===== src/rtl/bssp_pkg.sv =====
// Shared types, character codes and helper functions for the byte size string parser.
package bssp_pkg;

  // ASCII codes the parser looks at
  localparam logic [7:0] CH_SPACE = 8'h20;
  localparam logic [7:0] CH_TAB   = 8'h09;
  localparam logic [7:0] CH_CR    = 8'h0D;
  localparam logic [7:0] CH_ZERO  = 8'h30;
  localparam logic [7:0] CH_NINE  = 8'h39;
  localparam logic [7:0] CH_LC_A  = 8'h61;
  localparam logic [7:0] CH_LC_Z  = 8'h7A;
  localparam logic [7:0] CH_B     = 8'h42;
  localparam logic [7:0] CH_I     = 8'h49;
  localparam logic [7:0] CH_K     = 8'h4B;
  localparam logic [7:0] CH_M     = 8'h4D;
  localparam logic [7:0] CH_G     = 8'h47;
  localparam logic [7:0] CH_T     = 8'h54;
  localparam logic [7:0] CH_P     = 8'h50;

  localparam int unsigned UNIT_DEPTH = 3;
  localparam int unsigned ACC_W      = 64;

  // Parse phase, one-hot
  typedef enum logic [4:0] {
    PH_LEAD  = 5'b00001,
    PH_DIGIT = 5'b00010,
    PH_UNIT  = 5'b00100,
    PH_TRAIL = 5'b01000,
    PH_FAIL  = 5'b10000
  } phase_t;

  // State of one finished string, handed from the parser to the scaler
  typedef struct packed {
    logic                          ok_phase;
    logic [ACC_W-1:0]              accum;
    logic [UNIT_DEPTH-1:0][7:0]    letters;
    logic [1:0]                    count;
  } fin_t;

  function automatic logic is_ws(input logic [7:0] c);
    return (c == CH_SPACE) || ((c >= CH_TAB) && (c <= CH_CR));
  endfunction

  function automatic logic is_dig(input logic [7:0] c);
    return (c >= CH_ZERO) && (c <= CH_NINE);
  endfunction

  function automatic logic [7:0] upcase(input logic [7:0] c);
    return ((c >= CH_LC_A) && (c <= CH_LC_Z)) ? (c - 8'h20) : c;
  endfunction

endpackage


===== src/rtl/byte_size_string_parser.sv =====
// Top level of the byte size string parser: character beats in, one size result per string.
//
//  channel | direction | payload                          | handshake
//  --------+-----------+----------------------------------+---------------------
//  in_     | input     | in_ch[7:0], in_is_last           | in_valid / in_stall
//  out_    | output    | out_size_value[63:0], out_parse_ok | out_valid / out_stall
//
// One character beat is taken every cycle while in_stall is low; the digit step
// (accum*10 + digit) is the only state loop and is computed combinationally.
// A result passes from the input register that takes the string's last beat to the
// scaler register, then to the result register, and shows on out_valid from there.
// Synchronous active-low reset clears the valid bits and the parse state.
// in_stall rises only when a last beat cannot move into a full scaler register.
module byte_size_string_parser (
  input  logic        clk,
  input  logic        rst_n,
  input  logic        in_valid,
  output logic        in_stall,
  input  logic [7:0]  in_ch,
  input  logic        in_is_last,
  output logic        out_valid,
  input  logic        out_stall,
  output logic [63:0] out_size_value,
  output logic        out_parse_ok
);
  import bssp_pkg::*;

  logic fin_valid, fin_ready;
  fin_t fin_data;

  // character parser
  bssp_core u_core (
    .clk       (clk),
    .rst_n     (rst_n),
    .in_valid  (in_valid),
    .in_stall  (in_stall),
    .in_ch     (in_ch),
    .in_is_last(in_is_last),
    .fin_valid (fin_valid),
    .fin_data  (fin_data),
    .fin_ready (fin_ready)
  );

  // unit scaling and result
  bssp_scale u_scale (
    .clk           (clk),
    .rst_n         (rst_n),
    .fin_valid     (fin_valid),
    .fin_data      (fin_data),
    .fin_ready     (fin_ready),
    .out_valid     (out_valid),
    .out_stall     (out_stall),
    .out_size_value(out_size_value),
    .out_parse_ok  (out_parse_ok)
  );

endmodule


===== src/rtl/bssp_core.sv =====
// Input register and per-character parse state update (digits, unit letters, spaces).
module bssp_core (
  input  logic            clk,
  input  logic            rst_n,
  input  logic            in_valid,
  output logic            in_stall,
  input  logic [7:0]      in_ch,
  input  logic            in_is_last,
  output logic            fin_valid,
  output bssp_pkg::fin_t  fin_data,
  input  logic            fin_ready
);
  import bssp_pkg::*;

  // input beat register
  logic        s1_v_r;
  logic [7:0]  s1_ch_r;
  logic        s1_last_r;

  // parse state
  phase_t                     phase_r, phase_nxt;
  logic [ACC_W-1:0]           accum_r, accum_nxt;
  logic [UNIT_DEPTH-1:0][7:0] let_r, let_nxt;
  logic [1:0]                 cnt_r, cnt_nxt;

  logic        s1_adv, s1_fire;
  logic        c_ws, c_dig, let_wr, dig_ovf;
  logic [ACC_W+3:0] mac;

  // a last beat waits only for room in the scaler; other beats never wait
  always_comb begin
    s1_adv   = !s1_v_r || !s1_last_r || fin_ready;
    s1_fire  = s1_v_r && s1_adv;
    in_stall = !s1_adv;
  end

  always_ff @(posedge clk) begin
    if (!rst_n) begin
      s1_v_r <= 1'b0;
    end else if (s1_adv) begin
      s1_v_r <= in_valid;
    end
  end

  always_ff @(posedge clk) begin
    if (s1_adv && in_valid) begin
      s1_ch_r   <= in_ch;
      s1_last_r <= in_is_last;
    end
  end

  // accum * 10 + digit, overflow when anything lands above bit 63
  always_comb begin
    c_ws    = is_ws(s1_ch_r);
    c_dig   = is_dig(s1_ch_r);
    mac     = {1'b0, accum_r, 3'b000} + {3'b000, accum_r, 1'b0}
            + {{(ACC_W){1'b0}}, s1_ch_r[3:0]};
    dig_ovf = |mac[ACC_W+3:ACC_W];
  end

  // phase transitions for one character
  always_comb begin
    phase_nxt = phase_r;
    accum_nxt = accum_r;
    let_wr    = 1'b0;
    unique case (phase_r)
      PH_LEAD: begin
        if (c_dig) begin
          phase_nxt = dig_ovf ? PH_FAIL : PH_DIGIT;
          accum_nxt = mac[ACC_W-1:0];
        end else if (!c_ws) begin
          phase_nxt = PH_FAIL;
        end
      end
      PH_DIGIT: begin
        if (c_dig) begin
          phase_nxt = dig_ovf ? PH_FAIL : PH_DIGIT;
          accum_nxt = mac[ACC_W-1:0];
        end else if (c_ws) begin
          phase_nxt = PH_TRAIL;
        end else begin
          phase_nxt = PH_UNIT;
          let_wr    = 1'b1;
        end
      end
      PH_UNIT: begin
        if (c_ws) begin
          phase_nxt = PH_TRAIL;
        end else if (c_dig || (cnt_r == 2'd3)) begin
          phase_nxt = PH_FAIL;
        end else begin
          let_wr = 1'b1;
        end
      end
      PH_TRAIL: begin
        if (!c_ws) phase_nxt = PH_FAIL;
      end
      PH_FAIL: phase_nxt = PH_FAIL;
      default: phase_nxt = PH_FAIL;
    endcase
  end

  // unit letter store
  always_comb begin
    for (int i = 0; i < UNIT_DEPTH; i++) begin
      let_nxt[i] = (let_wr && (cnt_r == 2'(i))) ? s1_ch_r : let_r[i];
    end
    cnt_nxt = let_wr ? (cnt_r + 2'd1) : cnt_r;
  end

  // finished string goes to the scaler
  always_comb begin
    fin_valid         = s1_v_r && s1_last_r;
    fin_data.ok_phase = (phase_nxt == PH_DIGIT) || (phase_nxt == PH_UNIT) ||
                        (phase_nxt == PH_TRAIL);
    fin_data.accum    = accum_nxt;
    fin_data.letters  = let_nxt;
    fin_data.count    = cnt_nxt;
  end

  // state register; a last beat returns it to the start
  always_ff @(posedge clk) begin
    if (!rst_n) begin
      phase_r <= PH_LEAD;
      accum_r <= '0;
      cnt_r   <= 2'd0;
    end else if (s1_fire) begin
      if (s1_last_r) begin
        phase_r <= PH_LEAD;
        accum_r <= '0;
        cnt_r   <= 2'd0;
      end else begin
        phase_r <= phase_nxt;
        accum_r <= accum_nxt;
        cnt_r   <= cnt_nxt;
      end
    end
  end

  always_ff @(posedge clk) begin
    if (s1_fire) let_r <= let_nxt;
  end

`ifndef SYNTHESIS
  a_restart: assert property (@(posedge clk) disable iff (!rst_n)
    (s1_v_r && s1_last_r && fin_ready) |=> (phase_r == PH_LEAD && cnt_r == 2'd0))
    else $error("parse state not cleared after last beat");

  a_stall_cause: assert property (@(posedge clk) disable iff (!rst_n)
    in_stall |-> (s1_v_r && s1_last_r && !fin_ready))
    else $error("input stalled without a blocked last beat");

  a_fail_sticky: assert property (@(posedge clk) disable iff (!rst_n)
    (phase_r == PH_FAIL && !(s1_v_r && s1_last_r)) |=> (phase_r == PH_FAIL))
    else $error("failed parse recovered before end of string");
`endif

endmodule


===== src/rtl/bssp_scale.sv =====
// Unit suffix decode, binary scaling with overflow check, and the result register.
module bssp_scale (
  input  logic            clk,
  input  logic            rst_n,
  input  logic            fin_valid,
  input  bssp_pkg::fin_t  fin_data,
  output logic            fin_ready,
  output logic            out_valid,
  input  logic            out_stall,
  output logic [63:0]     out_size_value,
  output logic            out_parse_ok
);
  import bssp_pkg::*;

  typedef enum logic [2:0] {
    SC_NONE, SC_K, SC_M, SC_G, SC_T, SC_P
  } scale_t;

  logic        s2_v_r;
  fin_t        s2_r;
  logic        out_valid_r;
  logic [63:0] out_value_r;
  logic        out_ok_r;

  logic        out_free, s2_move;
  logic [1:0]  n_eff;
  logic        unit_ok, ovf, good;
  scale_t      sc;
  logic [63:0] val;

  always_comb begin
    out_free  = !out_valid_r || !out_stall;
    s2_move   = s2_v_r && out_free;
    fin_ready = !s2_v_r || out_free;
  end

  // finished-string register
  always_ff @(posedge clk) begin
    if (!rst_n) begin
      s2_v_r <= 1'b0;
    end else if (fin_valid && fin_ready) begin
      s2_v_r <= 1'b1;
    end else if (out_free) begin
      s2_v_r <= 1'b0;
    end
  end

  always_ff @(posedge clk) begin
    if (fin_valid && fin_ready) s2_r <= fin_data;
  end

  // suffix decode: drop a trailing B, then letter with optional I
  always_comb begin
    n_eff   = s2_r.count;
    unit_ok = 1'b1;
    sc      = SC_NONE;
    if (n_eff != 2'd0) begin
      if (upcase(s2_r.letters[n_eff - 2'd1]) == CH_B) n_eff = n_eff - 2'd1;
    end
    case (n_eff)
      2'd0: sc = SC_NONE;
      2'd1, 2'd2: begin
        if ((n_eff == 2'd2) && (upcase(s2_r.letters[1]) != CH_I)) unit_ok = 1'b0;
        case (upcase(s2_r.letters[0]))
          CH_K:    sc = SC_K;
          CH_M:    sc = SC_M;
          CH_G:    sc = SC_G;
          CH_T:    sc = SC_T;
          CH_P:    sc = SC_P;
          default: unit_ok = 1'b0;
        endcase
      end
      default: unit_ok = 1'b0;
    endcase
  end

  // scale by a power of 1024; bits shifted out mean overflow
  always_comb begin
    unique case (sc)
      SC_NONE: begin val = s2_r.accum;                    ovf = 1'b0;                 end
      SC_K:    begin val = {s2_r.accum[53:0], 10'd0};     ovf = |s2_r.accum[63:54];   end
      SC_M:    begin val = {s2_r.accum[43:0], 20'd0};     ovf = |s2_r.accum[63:44];   end
      SC_G:    begin val = {s2_r.accum[33:0], 30'd0};     ovf = |s2_r.accum[63:34];   end
      SC_T:    begin val = {s2_r.accum[23:0], 40'd0};     ovf = |s2_r.accum[63:24];   end
      SC_P:    begin val = {s2_r.accum[13:0], 50'd0};     ovf = |s2_r.accum[63:14];   end
      default: begin val = '0;                            ovf = 1'b1;                 end
    endcase
    good = s2_r.ok_phase && unit_ok && !ovf;
  end

  // result register
  always_ff @(posedge clk) begin
    if (!rst_n) begin
      out_valid_r <= 1'b0;
    end else if (s2_move) begin
      out_valid_r <= 1'b1;
    end else if (!out_stall) begin
      out_valid_r <= 1'b0;
    end
  end

  always_ff @(posedge clk) begin
    if (s2_move) begin
      out_value_r <= good ? val : 64'd0;
      out_ok_r    <= good;
    end
  end

  assign out_valid      = out_valid_r;
  assign out_size_value = out_value_r;
  assign out_parse_ok   = out_ok_r;

`ifndef SYNTHESIS
  a_fail_zero: assert property (@(posedge clk) disable iff (!rst_n)
    (out_valid_r && !out_ok_r) |-> (out_value_r == 64'd0))
    else $error("failed parse with nonzero size");

  a_fin_capture: assert property (@(posedge clk) disable iff (!rst_n)
    (fin_valid && fin_ready) |=> s2_v_r)
    else $error("finished string lost");

  a_result_load: assert property (@(posedge clk) disable iff (!rst_n)
    s2_move |=> out_valid_r)
    else $error("result register not loaded");
`endif

endmodule

===== config.mk =====
export PLATFORM = sky130hd
export DESIGN_NAME = byte_size_string_parser
export DESIGN_NICKNAME = d
export VERILOG_FILES = /design/src/rtl/bssp_pkg.sv /design/src/rtl/byte_size_string_parser.sv /design/src/rtl/bssp_core.sv /design/src/rtl/bssp_scale.sv
export SDC_FILE = /design/constraint.sdc
export NUM_CORES = 1
export LEC_CHECK = 0
export ABC_AREA = 1
export BUFFER_PORTS_ARGS = -buffer_cell sky130_fd_sc_hd__buf_4
export CORE_MARGIN = 2
export CORE_UTILIZATION = 50
export CTS_CLUSTER_SIZE = 16
export DETAILED_ROUTE_END_ITERATION = 6
export GPL_ROUTABILITY_DRIVEN = 0
export PLACE_DENSITY = 0.66
export SYNTH_ARGS = -nofsm -noshare
export SYNTH_HDL_FRONTEND = slang
export SYNTH_SLANG_ARGS = --single-unit

===== constraint.sdc =====
create_clock -name clk -period 12.5 [get_ports clk]
set_input_delay 1.25 -clock clk [delete_from_list [all_inputs] [get_ports clk]]
set_output_delay 1.25 -clock clk [all_outputs]
set_load 0.1 [all_outputs]

==> key figures, run 1 <==
Worst setup path
  • RR Startpoint: u_scale.s2_r[0]
  • CP Launch Point: u_scale.s2_r[0]
  • Critical path data arrival time: 6740 ps
  • Critical Setup Path Class: flop to flop
  • Worst reg2reg path endpoint: u_scale.out_size_value[52]
  • Reg2reg path depth: 20
  • Largest fanout on the critical path: 65
  • Flop2flop setup slack: 6060 ps
  • Crit path launch type: flop
  • Critical path endpoint category: flop
  • CP required: 12800 ps

Clock tree
  • CTS tree: done
  • Clock-pin slew on the worst setup and hold paths: 60 ps
  • Cts repair resizes: 0
  • CTS Buffer Depth: 3
  • Clk_lat worst skew: 590 ps
  • CTS Sinks: 263
  • # H-tree levels: 1
  • CTS Hold Buffers Added: 0
  • Clk root buf: clkbuf_16
  • Post-CTS Setup Repair Bufs: 0
  • CTS buffer count: 29

Floorplanning
  • Starting density of the core: 50.9%
  • # IOs: 80
  • Chip Height: 194 µm
  • DIE WIDTH: 194 µm
  • Core box area: 35700 µm²
  • Site row count: 69
  • Die Area: 37800 µm²

Place
  • HPWL Detailed: 39900 µm
  • Cells after DPL: 2942
  • DP Area: 19000 µm²
  • Port bufs: 79

Worst hold path
  • Hold_sp: u_core.phase_r[2]
  • HP Class: flop to flop
  • Hold path cells: 2
  • Hold-critical path endpoint: u_core.phase_r[2]

Cells and area
  • Area Growth Syn to Fin: 10.2%
  • Antenna cells: 0
  • Fillers: 3370
  • Layout cell share with drive strength beyond 1: 6.43%
  • Final Non-Filler Cells: 2996
  • Final instance area: 20000 µm²
  • Nets: 2665
  • Multi-input logic area: 9600 µm²
  • Register area: 7160 µm²

Global route
  • First-pass GRT wire length: 83100 µm
  • Initial antenna violation count: 2
  • Vias in the first global route: 15423
  • Pin count of the biggest net entering global routing: 92
  • GRT overflow: 0
  • Total GRT Usage: 27.4%

Pwr
  • Cell Pwr Density: 95.6 nW/µm²
  • Peak supply drop: 0.0967 mV
  • Leak pwr: 9.11 nW

STA
  • Maximum clock frequency: 155 MHz
  • Clk_skew: 23.8 ps
  • Setup TNS: 0 ps
  • Max-slew headroom: 23.7%
  • Final Critical Period: 6440 ps
  • Fin Hold WS: 491 ps
  • Fin. Hold Viols: 0
  • Period utilization: 51.5%
  • Max-slew violations: 0
  • RSZ-0062 raised after global routing: false
  • Endpoints failing setup: 0
  • Worst Max-Slew Pin Slew: 1140 ps

Detailed routing
  • Post-route ant nets: 0
  • Post-route DRC: 12
  • DR iter-0 viols: 1754
  • Wirelength per Cell: 17.7 µm
  • Drt pass-1 iters: 7
  • WL final: 52900 µm
  • DR vias: 16856
  • Via-to-Cell Ratio: 5.63

Synthesis
  • Yosys cell types: 47
  • Synthesized area per cell: 7.34 µm²
  • Top cell type by total area after synthesis: edfxtp_1
  • Yosys reg bits: 263
  • YS warnings: 0
  • Leading post-synthesis cells by cell area: edfxtp_1, nand2_1, ha_1
  • Syn nets: 2625
  • Synthesized area: 18100 µm²
  • Register area share after synthesis: 39.5%
  • Synth top area share: 31.3%
  • Gate Count Post-Synth: 2472

Run status
  • Failing checks: design-rule violations
  • Status: complete, but fails checks

Run
  • Max Cap Violations: 0
-- final cells by class --
class	instances	share of cell area [%]
Tap cell	461	2.89
Clock inverter	16	0.701
Timing Repair Buffer	86	3.23
Inverter	282	5.31
Multi-Input combinational cell	1850	48.0
Sequential cell	263	35.8
Clock buffer	38	4.05
-- kinds of logic (layout without fill, tap and decap cells) --
| group | after synthesis | count (layout) | share of synthesized area [%] |
|---|---|---|---|
| flip-flops | 263 | 263 | 39.5 |
| AND/OR/NAND/NOR | 1290 | 1290 | 29.5 |
| buffers and inverters | 359 | 422 | 7.75 |
| adder cells (fa/ha/maj) | 140 | 140 | 9.74 |
| AO/OA/AOI/OAI | 369 | 369 | 11.1 |
| XOR/XNOR | 51 | 51 | 2.46 |
-- sequential cells by signal (all words and copies together), names as in the netlist --
| signal | cells |
|---|---|
| u_core.accum_r | 64 |
| u_scale.out_size_value | 64 |
| u_core.let_r | 24 |
| u_scale.out_parse_ok | 1 |
| u_core.s1_last_r | 1 |
| u_scale.s2_v_r | 1 |
| u_core.s1_v_r | 1 |
| u_core.phase_r | 5 |
| u_scale.out_valid | 1 |
| u_scale.s2_r | 91 |
| u_core.cnt_r | 2 |
| u_core.s1_ch_r | 8 |
-- placed cells by master (no fill, tap or decap), drive strengths merged, types with 6 or more instances in the layout --
| cell type | synthesis | final |
|---|---|---|
| inv | 281 | 282 |
| nor4 | 18 | 18 |
| ha | 138 | 138 |
| nand2 | 723 | 723 |
| nand3b | 20 | 20 |
| clkinv | 1 | 12 |
| nand3 | 114 | 114 |
| a21o | 6 | 6 |
| nor2 | 328 | 328 |
| xnor2 | 31 | 31 |
| o21bai | 19 | 19 |
| edfxtp | 189 | 189 |
| a22oi | 13 | 13 |
| nor3 | 34 | 34 |
| o211ai | 14 | 14 |
| dfxtp | 74 | 74 |
| xor2 | 20 | 20 |
| clkbuf | 49 | 38 |
| a21oi | 230 | 230 |
| buf | 28 | 86 |
| o21ai | 72 | 72 |
| nand4 | 43 | 43 |
-- worst max-delay path, stage by stage, from the launching register on --
cell and delay, ps:
edfxtp_1 540, inv_1 140, ha_1 420, nor2_1 220, a22oi_1 150, ha_1 300
nor2_1 40, o211ai_1 260, xor2_1 280, inv_1 80, ha_1 640, inv_1 240
nor2_4 610, inv_2 290, nor2_2 880, nand2_1 100, nand2_1 100, inv_1 50
nand3_2 60, buf_4 540, nor2_1 150
-- how the worst max path moves through the flow --
stage,end,cells past startpoint,slack (ps)
6_report,u_scale.out_size_value[52],20,6060
5_1_grt,u_scale.out_size_value[52],20,5730
4_1_cts,u_scale.out_size_value[52],20,6250
3_5_place_dp,u_scale.out_size_value[52],20,6260
3_3_place_gp,u_scale.out_size_value[49],20,6520
2_1_floorplan,u_scale.out_parse_ok,1,7560
-- through the flow --
stage	power (mW)	util (%)	worst slack [ps]
after floorplan	1.05	-	7560
after global placement	1.08	53.4	6520
after detailed placement	1.08	53.4	6260
after CTS	1.92	56.1	6250
after global routing	1.97	56.1	5730
final	1.91	56.1	6060
-- power breakdown --
part           switching [mW]  internal, mW  total, mW
clock network           0.365         0.480      0.846
logic                  0.0754        0.0237     0.0991
registers              0.0194         0.947      0.966
-- synth_stat cells (all sizes together) --
cell / instances
buf: 28
dfxtp: 74
nor2: 328
o22ai: 5
nand2: 723
ha: 138
a22o: 1
inv: 281
o21bai: 19
nor3b: 2
a21oi: 230
clkinv: 1
or2: 3
o21ai: 72
fa: 2
a21boi: 1
nor4: 18
and2: 2
nand3: 114
edfxtp: 189
xor2: 20
nor3: 34
a21o: 6
xnor2: 31
and3: 3
nand3b: 20
o21a: 3
nand4: 43
a22oi: 13
o211ai: 14
a31oi: 3
clkbuf: 49
o211a: 1
o41ai: 1
-- routing by layer --
metal	share of wire [%]	track usage (%)
met5	0.034	0
met4	4.4	10.6
met3	8.0	3.92
met2	43	42.0
met1	45	39.2
(Power assumes the default switching activity.)
==> inputs of run 2 (changes only) <==
--- a/config.mk
+++ b/config.mk
@@ -5,7 +5,7 @@
 export SDC_FILE = /design/constraint.sdc
 export NUM_CORES = 1
 export LEC_CHECK = 0
-export ABC_AREA = 1
+export ABC_AREA = 0
 export BUFFER_PORTS_ARGS = -buffer_cell sky130_fd_sc_hd__buf_4
 export CORE_MARGIN = 2
 export CORE_UTILIZATION = 50
==> constraint.sdc (replaced) <==
create_clock -name clk -period 6 [get_ports clk]
set_input_delay 0.6 -clock clk [delete_from_list [all_inputs] [get_ports clk]]
set_output_delay 0.6 -clock clk [all_outputs]
set_load 0.1 [all_outputs]
==> key figures, run 2 <==
Worst hold path
  • Hold_sp: in_ch[2]
  • HP Class: input port to flop
  • Hold-critical path endpoint: u_core.s1_ch_r[2]
  • Hold path cells: 1 (-1)

Worst setup path
  • Critical Setup Path Class: flop to flop
  • Reg2reg path depth: 19 (-5.0%)
  • Critical path data arrival time: 5300 ps (-1440 ps)
  • Crit path launch type: flop
  • Flop2flop setup slack: 980 ps (-5080 ps)
  • Worst reg2reg path endpoint: u_scale.out_size_value[43]
  • CP required: 6280 ps (-6520 ps)
  • CP Launch Point: u_scale.s2_r[0]
  • RR Startpoint: u_scale.s2_r[0]
  • Largest fanout on the critical path: 45 (-31%)
  • Critical path endpoint category: flop

Detailed routing
  • Via-to-Cell Ratio: 6.24 (+11%)
  • Drt pass-1 iters: 7 (unchanged)
  • WL final: 46100 µm (-13%)
  • Post-route DRC: 14 (+2)
  • DR vias: 13532 (-20%)
  • Post-route ant nets: 0 (unchanged)
  • DR iter-0 viols: 1392 (-21%)
  • Wirelength per Cell: 21.2 µm (+20%)

Global route
  • Initial antenna violation count: 2 (unchanged)
  • Vias in the first global route: 12766 (-17%)
  • Pin count of the biggest net entering global routing: 73 (-21%)
  • First-pass GRT wire length: 72000 µm (-13%)
  • Total GRT Usage: 25.6% (-1.8 points)
  • GRT overflow: 0 (unchanged)

Synthesis
  • XOR/XNOR Fraction of Synth Area: 3.43% (+0.96 points)
  • Gate Count Post-Synth: 1670 (-32%)
  • Synth top area share: 33.6% (+2.4 points)
  • Commonest cells in the netlist: edfxtp_1, nand2_1, ha_1
  • Register area share after synthesis: 42.4% (+3.0 points)
  • Synthesized area: 16900 µm² (-7.0%)
  • Synth Area in Simple Gates: 14.3% (-15 points)
  • Largest family of logic cells by synthesized area: compound AO/OA/AOI/OAI gates
  • YS warnings: 0 (unchanged)
  • Yosys cell types: 93 (+98%)
  • Post-synthesis mux area share: 5.70% (+5.7 points)
  • Synth Area in Adders: 10.5% (+0.73 points)
  • Synthesized area per cell: 10.1 µm² (+38%)
  • Async SR Flop Fraction: 0% (unchanged)
  • Leading post-synthesis cells by cell area: edfxtp_1, ha_1, dfxtp_1
  • Complex-gate fraction of the synthesized area: 20.1% (+9.0 points)
  • Most frequent cell after synthesis: edfxtp_1
  • Post-synth EDFFs: 189 (unchanged)
  • Syn nets: 1823 (-31%)
  • Top cell type by total area after synthesis: edfxtp_1
  • Yosys reg bits: 263 (unchanged)
  • Post-synth top flop: edfxtp_1

Cells and area
  • Max reg flops: 91 (unchanged)
  • Multi-input logic area: 9160 µm² (-4.6%)
  • Most frequent cells in the layout: edfxtp_1, nand2_1, ha_1
  • Commonest non-fill, non-tap cell in the layout: edfxtp_1
  • Area Growth Syn to Fin: 10.3% (about the same)
  • Largest Register: u_scale.s2_r
  • Final instance area: 18600 µm² (-6.9%)
  • Antenna cells: 0 (unchanged)
  • Register area: 7160 µm² (unchanged)
  • Fillers: 2927 (-13%)
  • Layout cell share with drive strength beyond 1: 15.2% (+8.8 points)
  • Nets: 1853 (-30%)

STA
  • Fin. Hold Viols: 0 (unchanged)
  • Max-slew violations: 0 (unchanged)
  • Final Critical Period: 5020 ps (-1420 ps)
  • Max-slew headroom: 23.2% (-0.57 points)
  • Setup TNS: 0 ps (unchanged)
  • Worst Max-Slew Pin Slew: 1140 ps (+3.12 ps)
  • Clk_skew: 16.8 ps (-6.99 ps)
  • Maximum clock frequency: 199 MHz (+28%)
  • Period utilization: 83.7% (+32 points)
  • Endpoints failing setup: 0 (unchanged)
  • RSZ-0062 raised after global routing: false

Clock tree
  • CTS tree: done
  • Clock-pin slew on the worst setup and hold paths: 60 ps (about the same)
  • CTS buffer count: 28 (-3.4%)
  • Cts repair resizes: 0 (unchanged)
  • CTS Hold Buffers Added: 0 (unchanged)
  • # H-tree levels: 1 (unchanged)
  • Post-CTS Setup Repair Bufs: 0 (unchanged)
  • CTS Buffer Depth: 3 (unchanged)
  • CTS Sinks: 263 (unchanged)
  • Clk_lat worst skew: 560 ps (-30 ps)
  • Clk root buf: clkbuf_16

Floorplanning
  • Die Area: 35200 µm² (-6.8%)
  • Site row count: 67 (-2.9%)
  • Chip Height: 188 µm (-3.5%)
  • DIE WIDTH: 188 µm (-3.5%)
  • # IOs: 80 (unchanged)
  • Starting density of the core: 50.6% (-0.31 points)
  • Core box area: 33400 µm² (-6.4%)

Run status
  • Status: complete, but fails checks
  • Failing checks: design-rule violations

Run
  • Max Cap Violations: 0 (unchanged)

Place
  • DP Area: 17800 µm² (-6.7%)
  • HPWL Detailed: 34000 µm (-15%)
  • Port bufs: 79 (unchanged)

Pwr
  • Cell Pwr Density: 206 nW/µm² (+120%)
  • Leak pwr: 7.08 nW (-22%)
  • Peak supply drop: 0.195 mV (+100%)
-- run 2: layer usage --
metal	track usage, %	wire [µm]	vias up
met3	3.41	3510	107
met1	37.1	21100	6445
li1	-	-	6409
met5	0	0	-
met2	39.6	20100	571
met4	8.60	1300	0
-- run 2: final cells by class --
| type | count | share of cell area [%] |
|---|---|---|
| clock inverters | 14 | 0.450 |
| repair buffers | 94 | 3.86 |
| clock buffers | 38 | 4.08 |
| inverters | 46 | 0.935 |
| flip-flops and latches | 263 | 38.5 |
| well taps | 448 | 3.01 |
| multi-input cells | 1267 | 49.2 |
-- run 2: cells by family after synthesis --
| group | Yosys count |
|---|---|
| mux | 86 |
| compound gates | 482 |
| xor+xnor | 66 |
| fa+ha+maj | 140 |
| buf+inv | 140 |
| flops | 263 |
| simple gates | 493 |
-- run 2: report_power, final --
part           switching (mW)  total (mW)  internal [mW]
clock                   0.718        1.61          0.892
sequential             0.0452        2.03           1.98
combinational           0.146       0.201         0.0548
-- run 2: worst max-delay path, cell delays in order (launching register included) --
cell	delay, ps
edfxtp_1	460
inv_1	160
ha_1	510
mux2i_1	240
nor2_1	50
a21oi_1	170
ha_1	260
nor2_1	90
o211ai_1	90
nor2_1	200
mux2i_1	330
ha_1	170
nand2_1	60
a211o_4	370
nor3_4	170
buf_4	370
a21oi_1	180
o211ai_4	480
buf_12	300
a21oi_1	80
-- run 2: worst max path at each step --
stage / end / slack [ps] / cells past startpoint
6_report: u_scale.out_size_value[43] / 980 / 19
5_1_grt: u_scale.out_size_value[28] / 740 / 19
4_1_cts: u_scale.out_size_value[43] / 1060 / 19
3_5_place_dp: u_scale.out_size_value[43] / 1060 / 19
3_3_place_gp: u_scale.out_size_value[26] / 1260 / 19
2_1_floorplan: u_scale.out_parse_ok / 1670 / 1
-- run 2: per-stage QoR --
| stage | hold WS, ps | setup slack (ps) | std cells | power [mW] | utilization, % |
|---|---|---|---|---|---|
| after floorplan | 453 | 1670 | 1670 | 2.19 | - |
| after global placement | 474 | 1260 | 2118 | 2.26 | 53.3 |
| after detailed placement | 482 | 1060 | 2118 | 2.26 | 53.3 |
| after CTS | 205 | 1060 | 2170 | 3.87 | 55.8 |
| after global routing | 213 | 742 | 2170 | 3.94 | 55.8 |
| final | 229 | 978 | 2170 | 3.84 | 55.8 |
==> inputs of run 3 (changes only) <==
--- a/config.mk
+++ b/config.mk
@@ -12,7 +12,7 @@
 export CTS_CLUSTER_SIZE = 16
 export DETAILED_ROUTE_END_ITERATION = 6
 export GPL_ROUTABILITY_DRIVEN = 0
-export PLACE_DENSITY = 0.66
+export PLACE_DENSITY = 0.69
 export SYNTH_ARGS = -nofsm -noshare
 export SYNTH_HDL_FRONTEND = slang
 export SYNTH_SLANG_ARGS = --single-unit
==> constraint.sdc (replaced) <==
create_clock -name clk -period 4.2 [get_ports clk]
set_input_delay 0.42 -clock clk [delete_from_list [all_inputs] [get_ports clk]]
set_output_delay 0.42 -clock clk [all_outputs]
set_load 0.1 [all_outputs]
==> key figures, run 3 (same netlist as run 2, synthesis figures left out) <==
Place
  • Port bufs: 79 (unchanged)
  • HPWL Detailed: 34700 µm (+1.9%)
  • Cells after DPL: 2168 (+2.4%)

Global route
  • First-pass GRT wire length: 74000 µm (+2.8%)
  • GRT overflow: 0 (unchanged)
  • Pin count of the biggest net entering global routing: 78 (+6.8%)
  • Initial antenna violation count: 1 (-1)
  • Total GRT Usage: 26.4% (+0.80 points)
  • Vias in the first global route: 13135 (+2.9%)

STA
  • Setup TNS: 0 ps (unchanged)
  • RSZ-0062 raised after global routing: true
  • Period utilization: 96.3% (+13 points)
  • Worst Max-Slew Pin Slew: 895 ps (-248 ps)
  • Clk_skew: 16.1 ps (-0.795 ps)
  • Fin. Hold Viols: 0 (unchanged)
  • Endpoints failing setup: 0 (unchanged)
  • Max-slew headroom: 40.4% (+17 points)
  • Max-slew violations: 0 (unchanged)
  • Final Critical Period: 4040 ps (-978 ps)
  • Maximum clock frequency: 247 MHz (+24%)

Run
  • Max Cap Violations: 0 (unchanged)

Cells and area
  • Nets: 1917 (+3.5%)
  • Max reg flops: 91 (unchanged)
  • Area Growth Syn to Fin: 15.4%
  • Fillers: 2740 (-6.4%)
  • Layout cell share with drive strength beyond 1: 19.7% (+4.5 points)
  • Antenna cells: 0 (unchanged)
  • Most frequent cells in the layout: edfxtp_1, nand2_1, buf_4
  • Final Non-Filler Cells: 2233 (+2.9%)
  • Commonest non-fill, non-tap cell in the layout: edfxtp_1
  • Largest Register: u_scale.s2_r

Floorplanning
  • Die Area: 35200 µm² (unchanged)
  • # IOs: 80 (unchanged)
  • DIE WIDTH: 188 µm (unchanged)
  • Chip Height: 188 µm (unchanged)
  • Starting density of the core: 50.6% (unchanged)
  • Site row count: 67 (unchanged)
  • Core box area: 33400 µm² (unchanged)

Clock tree
  • CTS Hold Buffers Added: 0 (unchanged)
  • Clk_lat worst skew: 570 ps (about the same)
  • CTS tree: done
  • CTS Buffer Depth: 3 (unchanged)
  • Clk root buf: clkbuf_16
  • # H-tree levels: 1 (unchanged)
  • Clock-pin slew on the worst setup and hold paths: 60 ps (about the same)
  • CTS Sinks: 263 (unchanged)
  • CTS buffer count: 28 (unchanged)

Worst setup path
  • CP required: 4510 ps (-1770 ps)
  • Most used cell, CP: nor2_1
  • Max incr delay on CP: 370 ps (-140 ps)
  • RR Startpoint: u_scale.s2_r[0]
  • Reg2reg path depth: 19 (unchanged)
  • Critical path's top delay family: compound AO/OA/AOI/OAI gates
  • Flop2flop setup slack: 160 ps (-820 ps)
  • Worst reg2reg path endpoint: u_scale.out_size_value[32]
  • WP buf/inv: 3 (unchanged)
  • Critical Setup Path Class: flop to flop
  • Crit path launch type: flop
  • Critical path's slowest cell: edfxtp_1
  • Largest fanout on the critical path: 6 (-87%)
  • Critical path endpoint category: flop
  • CP Cell Sequence: inv_2, ha_4, mux2i_1, nor2_1, a21oi_2, ha_1, nor2_1, o211ai_1, nor2_1, mux2i_1, ha_1, nand2_1, a211o_4, buf_4, nand2b_4, buf_12, mux2_1, a222oi_1, nor2_1
  • Critical path data arrival time: 4350 ps (-950 ps)

Pwr
  • Peak supply drop: 0.288 mV (+48%)
  • Power Total: 5.76 mW (+50%)
  • Cell Pwr Density: 296 nW/µm² (+43%)
  • Leak pwr: 7.49 nW (+5.8%)

Detailed routing
  • WL final: 48200 µm (+4.6%)
  • Post-route DRC: 4 (-10)
  • Drt pass-1 iters: 7 (unchanged)
  • DR iter-0 viols: 1639 (+18%)
  • Via-to-Cell Ratio: 6.36 (+2.0%)
  • Post-route ant nets: 0 (unchanged)
  • DR vias: 14206 (+5.0%)
  • Wirelength per Cell: 21.6 µm (+1.6%)

Run status
  • Failing checks: design-rule violations
  • Status: complete, but fails checks

Worst hold path
  • Hold-critical path endpoint: u_core.s1_ch_r[0]
  • HP Class: input port to flop
  • Hold path cells: 1 (unchanged)
  • Hold_sp: in_ch[0]
[run 3: cell types whose count changed in the layout (fill, tap and decap cells not counted), sizes merged]
cell / delta
buf: +60
nor2b: +1
clkinvlp: +2
clkinv: -3
bufinv: +3
[run 3: area by class of cell]
cell class / instances / area (µm²) / share of cell area (%)
inverter: 46 / 174 / 0.893
tap: 448 / 561 / 2.88
multi-input combinational: 1268 / 9340 / 48.0
clock buffer: 35 / 778 / 4.00
sequential: 263 / 7160 / 36.8
clock inverter: 16 / 171 / 0.880
timing repair buffer: 157 / 1290 / 6.64
[run 3: stage by stage]
| step | setup slack [ps] | utilization, % | instance area (µm²) | hold WS [ps] |
|---|---|---|---|---|
| global placement | 168 | 54.4 | 18200 | 475 |
| detailed placement | 30.4 | 54.4 | 18200 | 487 |
| CTS | 10.5 | 57.3 | 19100 | 26.1 |
| global route | -52.2 | 58.4 | 19500 | 37.4 |
| floorplan | 13.9 | - | 16900 | 452 |
| finish | 156 | 58.4 | 19500 | 39.5 |
[run 3: what timing repair did]
item,4_1_cts,5_1_grt
gates resized for setup,0,34
endpoints found under the setup margin,2,67
cloned,0,6
pin swaps,1,10
buffers inserted,0,8
[run 3: worst register-to-register path, cell delays in order, from the launching register on]
cell and delay [ps]:
edfxtp_1 370, inv_2 70, ha_4 290, mux2i_1 180, nor2_1 70, a21oi_2 130, ha_1 240, nor2_1 100
o211ai_1 90, nor2_1 200, mux2i_1 270, ha_1 160, nand2_1 60, a211o_4 300, buf_4 150, nand2b_4 200
buf_12 190, mux2_1 300, a222oi_1 330, nor2_1 90
[run 3: per-layer routing]
metal | GRT usage [%] | up-vias | wire length [µm]
li1 | - | 6535 | -
met5 | 0 | - | 27
met3 | 3.05 | 152 | 3910
met1 | 37.8 | 6788 | 21000
met4 | 11.5 | 4 | 2260
met2 | 40.5 | 727 | 21000
[run 3: how the worst max path moves through the flow]
stage / start / to / slack, ps / cells past startpoint
2_1_floorplan: u_scale.s2_r[0] / u_scale.out_size_value[54] / 10 / 22
3_3_place_gp: u_scale.s2_r[0] / u_scale.out_size_value[2] / 170 / 19
3_5_place_dp: u_scale.s2_r[0] / u_scale.out_size_value[0] / 30 / 19
4_1_cts: u_scale.s2_r[0] / u_scale.out_size_value[0] / 10 / 19
5_1_grt: u_scale.s2_r[0] / u_scale.out_size_value[18] / -50 / 20
6_report: u_scale.s2_r[0] / u_scale.out_size_value[32] / 160 / 19
[run 3: report_power, final]
group / switching, mW / total, mW / internal (mW)
clock network: 1.05 / 2.55 / 1.50
logic: 0.223 / 0.318 / 0.0953
registers: 0.0644 / 2.89 / 2.83
total: 1.34 / 5.76 / 4.42
